**src/design/ssp_pkg.sv**
```systemverilog
// shared types and constants for the single-source shortest path unit
// used by ssp_ctrl, ssp_datapath and single_source_shortest_path_unit
package ssp_pkg;

  localparam int VTX_W  = 6;
  localparam int NV_W   = 7;
  localparam int WGT_W  = 16;
  localparam int DIST_W = 27;

  localparam logic [DIST_W-1:0] UNREACHED = 27'd100000000;
  localparam logic [NV_W-1:0]   NV_RESET  = 7'd9;

  // controller to datapath
  typedef struct packed {
    logic start;       // last item accepted: reset search state
    logic clr;         // write initial distance for current vertex
    logic scan_init;
    logic scan_rd;
    logic scan_cmp;
    logic visit;
    logic edge_rd;
    logic edge_chk;
    logic edge_rel;
    logic out_init;
    logic out_rd;
    logic out_load;
    logic done;        // results delivered: empty the edge store
  } cmd_t;

  // datapath to controller
  typedef struct packed {
    logic vtx_end;     // vertex counter at highest vertex in use
    logic edge_end;    // edge counter at last stored edge
    logic found;       // scan found an unvisited reachable vertex
    logic no_edges;
    logic out_taken;
    logic out_last;
  } sts_t;

endpackage

```
**src/design/ssp_ctrl.sv**
```systemverilog
// sequencer for load, initialization, minimum scan, edge relaxation and output
// depends on ssp_pkg
module ssp_ctrl (
  input  logic          clk_i,
  input  logic          rst_ni,
  input  logic          in_valid_i,
  input  logic          in_last_i,
  output logic          in_ready_o,
  output logic          load_o,
  input  ssp_pkg::sts_t sts_i,
  output ssp_pkg::cmd_t cmd_o
);
  import ssp_pkg::*;

  typedef enum logic [3:0] {
    S_IDLE, S_INIT, S_SCAN_INIT, S_SCAN_RD, S_SCAN_CMP, S_VISIT,
    S_E_RD, S_E_CHK, S_E_REL, S_O_INIT, S_O_RD, S_O_LOAD, S_O_WAIT
  } state_e;

  state_e state_q;
  logic   accept;

  assign in_ready_o = (state_q == S_IDLE);
  assign accept     = in_valid_i && in_ready_o;
  assign load_o     = accept;

  always_comb begin
    cmd_o           = '0;
    cmd_o.start     = accept && in_last_i;
    cmd_o.clr       = (state_q == S_INIT);
    cmd_o.scan_init = (state_q == S_SCAN_INIT);
    cmd_o.scan_rd   = (state_q == S_SCAN_RD);
    cmd_o.scan_cmp  = (state_q == S_SCAN_CMP);
    cmd_o.visit     = (state_q == S_VISIT);
    cmd_o.edge_rd   = (state_q == S_E_RD);
    cmd_o.edge_chk  = (state_q == S_E_CHK);
    cmd_o.edge_rel  = (state_q == S_E_REL);
    cmd_o.out_init  = (state_q == S_O_INIT);
    cmd_o.out_rd    = (state_q == S_O_RD);
    cmd_o.out_load  = (state_q == S_O_LOAD);
    cmd_o.done      = (state_q == S_O_WAIT) && sts_i.out_taken && sts_i.out_last;
  end

  always_ff @(posedge clk_i or negedge rst_ni) begin
    if (!rst_ni) begin
      state_q <= S_IDLE;
    end else begin
      case (state_q)
        S_IDLE: begin
          if (accept && in_last_i) state_q <= S_INIT;
        end
        S_INIT: begin
          if (sts_i.vtx_end) state_q <= S_SCAN_INIT;
        end
        S_SCAN_INIT: state_q <= S_SCAN_RD;
        S_SCAN_RD:   state_q <= S_SCAN_CMP;
        S_SCAN_CMP: begin
          state_q <= sts_i.vtx_end ? S_VISIT : S_SCAN_RD;
        end
        S_VISIT: begin
          if (!sts_i.found) state_q <= S_O_INIT;
          else if (sts_i.no_edges) state_q <= S_SCAN_INIT;
          else state_q <= S_E_RD;
        end
        S_E_RD:  state_q <= S_E_CHK;
        S_E_CHK: state_q <= S_E_REL;
        S_E_REL: begin
          state_q <= sts_i.edge_end ? S_SCAN_INIT : S_E_RD;
        end
        S_O_INIT: state_q <= S_O_RD;
        S_O_RD:   state_q <= S_O_LOAD;
        S_O_LOAD: state_q <= S_O_WAIT;
        S_O_WAIT: begin
          if (sts_i.out_taken) state_q <= sts_i.out_last ? S_IDLE : S_O_RD;
        end
        default: state_q <= S_IDLE;
      endcase
    end
  end

endmodule
```
**config.mk**
```make
export PLATFORM = sky130hd
export DESIGN_NAME = ssp_ctrl
export DESIGN_NICKNAME = d
export VERILOG_FILES = /design/src/design/ssp_pkg.sv /design/src/design/ssp_ctrl.sv
export SDC_FILE = /design/constraint.sdc
export NUM_CORES = 1
export LEC_CHECK = 0
export BUFFER_PORTS_ARGS = -buffer_cell sky130_fd_sc_hd__buf_2
export CAP_MARGIN = 25
export CORE_AREA = 2 2 39 41
export DETAILED_ROUTE_END_ITERATION = 8
export DIE_AREA = 0 0 41 43
export REMOVE_ABC_BUFFERS = 1
export SYNTH_ARGS = -nofsm -noshare
export SYNTH_HDL_FRONTEND = slang
export SYNTH_SLANG_ARGS = --single-unit
```
**constraint.sdc**
```tcl
create_clock -name clk_i -period 1.5 [get_ports clk_i]
set_input_delay 0 -clock clk_i [delete_from_list [all_inputs] [get_ports clk_i]]
set_output_delay 0 -clock clk_i [all_outputs]
set_load 0.02 [all_outputs]
```
-- Word level (Yosys, flattened, before mapping)
Index checks and enable logic that the tools add are counted.
- bits in registers: 4
- memory bits (read-only): 0
- bits in latches: 0
- bits in writable memories: 0
- output and inout bits: 15
- bits of input ports: 10
- word-level logic and storage cells: 31
- memories: 0
- $mul: 0
- equality and inequality tests: 15
- reductions and logical operators: 6
- mux-type cells: 9
- magnitude comparators: 0
- bitwise gates (word level): 0
- $add $sub $neg: 0
- shift-type cells: 0
- divide/modulo/power cells: 0
- operators with widths (cell ; number):
    $pmux W4 S13 ; 1
    $eq A4 B4 Y1 const B ; 5
    $mux W4 ; 5
    $eq A4 B3 Y1 const B ; 4
    $mux W3 ; 3
    $eq A4 B2 Y1 const B ; 2
    $eq A4 B1 Y1 const B ; 1
    $logic_and A1 B1 Y1 ; 4
    $logic_not A4 Y1 ; 1
    $ne A2 B2 Y1 const B ; 2
    $reduce_and A3 Y1 ; 1
    $ne A2 B1 Y1 const B ; 1

-- Longest topological paths before layout
- depth after elaboration: 5
- gate-level depth with buffers: 6
- gate-level depth less buffers: 4

-- Worst setup path before layout
No wires, ideal clock.
- path type: register to register
- start point: register state_q[1]
- end point: register state_q[3]
- arrival: 1.403 ns
- slack: -0.040 ns
- data required time: 1.363 ns
- library setup time: 0.137 ns
- stages on the path, launching flop included: 6
- cells stage by stage: dfrtp_1 -> buf_4 -> or2_4 -> nor3_2 -> a211o_2 -> o311ai_2
- cells in the longest elaborated chain, start to end: 5
- elaborated cells between the ends (all ways): 20
- classes of those cells: eq/ne: 15; mux: 1; reduce/logical: 4
- ends and longest elaborated chain (item ; RTL line ; text):
    start, declared ; ssp_ctrl.sv:20 ; state_e state_q;
    start signal, assigned ; ssp_ctrl.sv:58 ; state_q <= sts_i.vtx_end ? S_VISIT : S_SCAN_RD;
    start signal, assigned ; ssp_ctrl.sv:68 ; state_q <= sts_i.edge_end ? S_SCAN_INIT : S_E_RD;
    start signal, assigned ; ssp_ctrl.sv:74 ; if (sts_i.out_taken) state_q <= sts_i.out_last ? S_IDLE : S_O_RD;
    $logic_not A4 Y1 (*) ; ssp_ctrl.sv:23 ; assign in_ready_o = (state_q == S_IDLE);
    net in_ready_o ; ssp_ctrl.sv:8 ; output logic in_ready_o,
    $logic_and A1 B1 Y1 ; ssp_ctrl.sv:24 ; assign accept = in_valid_i && in_ready_o;
    $logic_and A1 B1 Y1 ; ssp_ctrl.sv:50 ; if (accept && in_last_i) state_q <= S_INIT;
    $ne A2 B1 Y1 (no line) ; -- ;
    $reduce_and A3 Y1 (no line) ; -- ;
The timed path passes the listed nets; every way through them passes the cells marked *.
A chain may end at the register's enable or synchronous reset.

-- Final worst setup path
- start point: register state_q[2]
- end point: register state_q[3]
- cells in the longest elaborated chain, start to end: 5
- elaborated cells between the ends (all ways): 20
- classes of those cells: eq/ne: 15; mux: 1; reduce/logical: 4
- ends and longest elaborated chain (item ; RTL line):
    $logic_not A4 Y1 ; ssp_ctrl.sv:23, ssp_ctrl.sv:48
    $logic_and A1 B1 Y1 ; ssp_ctrl.sv:24
    $logic_and A1 B1 Y1 ; ssp_ctrl.sv:50
    $ne A2 B1 Y1 (no line) ; --
    $reduce_and A3 Y1 (no line) ; --
Parallel ways exist; a longest one is shown, timed or not.

==> flow_metrics.env <==
export IMPL_synth_area_leaders="dfrtp_1 22%, nor2_1 10%, a21oi_1 6.6%, nand2_1 6.6%, nor3_1 5.5%"
export IMPL_synth_edf_count=0
export IMPL_finalSetupTns_ns=-0.0286
export IMPL_dr_pass1_iters=4
export IMPL_cts_sinks=4
export IMPL_drv_slew=0
export IMPL_failed_checks="negative setup slack"
export IMPL_cts_tree="built"
export IMPL_reg2reg_from="state_q[2]$_DFFE_PN0P_"
export IMPL_grt_pass1_vias=490
export IMPL_dpl_hpwl_mm=1.07
export IMPL_antenna_found_initial=0
export IMPL_finalCritPeriodShare_pct=102
export IMPL_synth_area_per_cell_um2=6.74
export IMPL_maxCapViolations=0
export IMPL_via_per_inst=5.33
export IMPL_critical_path_class="reg -> reg"
export IMPL_layout_setup_ws_ns=-0.0273
export IMPL_dr_wl_met3_um=96
export IMPL_p_per_area_nw_per_um2=1880
export IMPL_holdWs_ns=0.0321
export IMPL_syn2layout_area_growth_pct=54.8
export IMPL_port_buffers=24
export IMPL_cp_required_ns=1.59
export IMPL_grt_pass1_wl_mm=2.01
export IMPL_wl_met2_um=736
export IMPL_outcome="finished with violations"
export IMPL_post_route_drc_count=0
export IMPL_crit_path_start_kind="register"
export IMPL_seq_area_frac_synth_pct=22.2
export IMPL_reg_top3="state_q: 4 flops"
export IMPL_min_from="sts_i[0]"
export IMPL_wl_per_cell_um=12.7
export IMPL_yosysWarnings=0
export IMPL_netlist_area_um2=452
export IMPL_finalWirelength_mm=1.44
export IMPL_diodes=0
export IMPL_die_h_um=43
export IMPL_rsz0062_at_grt="yes"
export IMPL_wl_met1_um=600
export IMPL_async_flop_share_pct=100
export IMPL_top_register="state_q"
export IMPL_largest_reg_flops=4
export IMPL_finClkSkew_ns=0.00133
export IMPL_antenna_left=0
export IMPL_cts_inserted_buffers=3
export IMPL_grt_max_degree=10
export IMPL_globalplace_congestion=0.883
export IMPL_clk_latency_ns=0.23
export IMPL_synth_seq_cells=4
export IMPL_die_x_um=41
export IMPL_drtIter0Drc=12
export IMPL_crit_fanout=7
export IMPL_finalSetupViolations=2
export IMPL_rows=14
export IMPL_core_region_area_um2=1380
export IMPL_grt_usage_pct=16.9
export IMPL_synth_top_area_share_pct=22.2
export IMPL_start_util_pct=32.6
export IMPL_highest_layer="met4"
export IMPL_die_area_um2=1760
export IMPL_pin_count=25
export IMPL_root_buffer="clkbuf_4"
export IMPL_vdd_drop_max_mv=0.991
export IMPL_synth_top_area_cell="dfrtp_1"
export IMPL_cp_end_kind="register"
export IMPL_grt_overflow_total=0
export IMPL_min_path_type="in -> reg"
export IMPL_dr_total_vias=602
export IMPL_fmaxAchievable_mhz=655
export IMPL_period_needed_ns=1.53
export IMPL_clockBufferDepth=2
export IMPL_cp_arrival_ns=1.62
export IMPL_finalHoldViolations=0
export IMPL_synthDistinctLibCells=27
export IMPL_slew_headroom_pct=82.8
export IMPL_worst_pin_slew_ns=0.256
export IMPL_nets=109
export IMPL_synthFlopType="dfrtp_1"
export IMPL_cts_clk_slew_worst_paths_ns=0.04
export IMPL_drive_above_1_share_pct=48.5
export IMPL_dp_slack_ns=0.0813
export IMPL_synthCells=67
export IMPL_critPathLaunch="state_q[2]$_DFFE_PN0P_"
export IMPL_leakagePower_nw=0.350
export IMPL_cts_max_level=1
-- logic make-up (layout without fill, tap and decap cells) --
group,count (synthesis),count (layout),share of synthesized area [%]
and+or+nand+nor,35,35,37.7
AOI/OAI and AO/OA,18,18,25.8
buffers and inverters,9,39,11.9
DFF,4,4,22.2
muxes,1,1,2.49
-- cell type report --
| class | instances | area [um2] |
|---|---|---|
| fillers | 145 | 684 |
| well taps | 16 | 20.0 |
| repair buffers | 32 | 198 |
| inverters | 4 | 15.0 |
| clock buffers | 3 | 22.5 |
| flip-flops and latches | 4 | 101 |
| multi-input cells | 54 | 343 |
-- power by group --
group          switching [mW]  leakage, nW  total [mW]  internal (mW)
logic                   0.559        0.286       0.965          0.406
clock network          0.0396       0.0138       0.129         0.0892
registers              0.0685       0.0497       0.224          0.156
total                   0.667        0.350        1.32          0.651
-- per-stage QoR --
stage	total power [mW]	std cells	util, %	cell area [um2]
after floorplan	0.749	62	-	413
after global placement	1.03	108	43.2	598
after detailed placement	1.03	108	43.2	598
after CTS	1.21	112	46.6	644
after global routing	1.42	113	50.5	699
final	1.32	113	50.5	699
-- synth_stat cells (2+ instances only) --
master and number:
nor2_1 12, nand2_1 8, a21oi_1 6, nor3_1 5, dfrtp_1 4, inv_1 4
o21ai_0 4, nand2b_1 3, buf_6 2, o21ai_1 2
-- worst max-delay path, stage by stage (launching register included) --
cell	delay [ns]
dfrtp_2	0.47
or4_1	0.53
a21oi_2	0.17
a211o_2	0.14
o311ai_2	0.08
-- placed cells by master (no fill, tap or decap), types with 2 or more instances in the layout --
| cell type | n |
|---|---|
| o21ai_0 | 4 |
| dfrtp_1 | 3 |
| buf_2 | 21 |
| inv_1 | 4 |
| nand2_1 | 7 |
| a21oi_1 | 5 |
| buf_4 | 8 |
| nor3_1 | 4 |
| clkbuf_4 | 3 |
| buf_6 | 2 |
| nor2_1 | 12 |
| o21ai_1 | 2 |
-- per-layer routing --
layer | vias to the layer above | global-route usage [%]
met2 | 22 | 25.3
met3 | 2 | 5.24
met5 | - | 0
li1 | 296 | -
met4 | 0 | 8.00
met1 | 282 | 20.9
-- worst paths after layout --
kind                                               end  slack, ns  cells after the start
worst max-delay path            state_q[3]$_DFFE_PN0P_      -0.03                      4
worst min register to register  state_q[3]$_DFFE_PN0P_       0.66                      2
max in group asynchronous       state_q[2]$_DFFE_PN0P_       1.26                      2
worst min-delay path            state_q[3]$_DFFE_PN0P_       0.03                      2
min in group asynchronous       state_q[0]$_DFFE_PN0P_       0.10                      2
worst max register to register  state_q[3]$_DFFE_PN0P_      -0.03                      4
-- timing repair --
item | in CTS | in global routing
endpoints found under the setup margin | 2 | 7
resized for setup | 3 | 13
hold buffers | 1 | 0
cloned | 0 | 0
setup buffers | 0 | 1
hold endpoints to repair | 4 | 0
(Power assumes the default switching activity.)
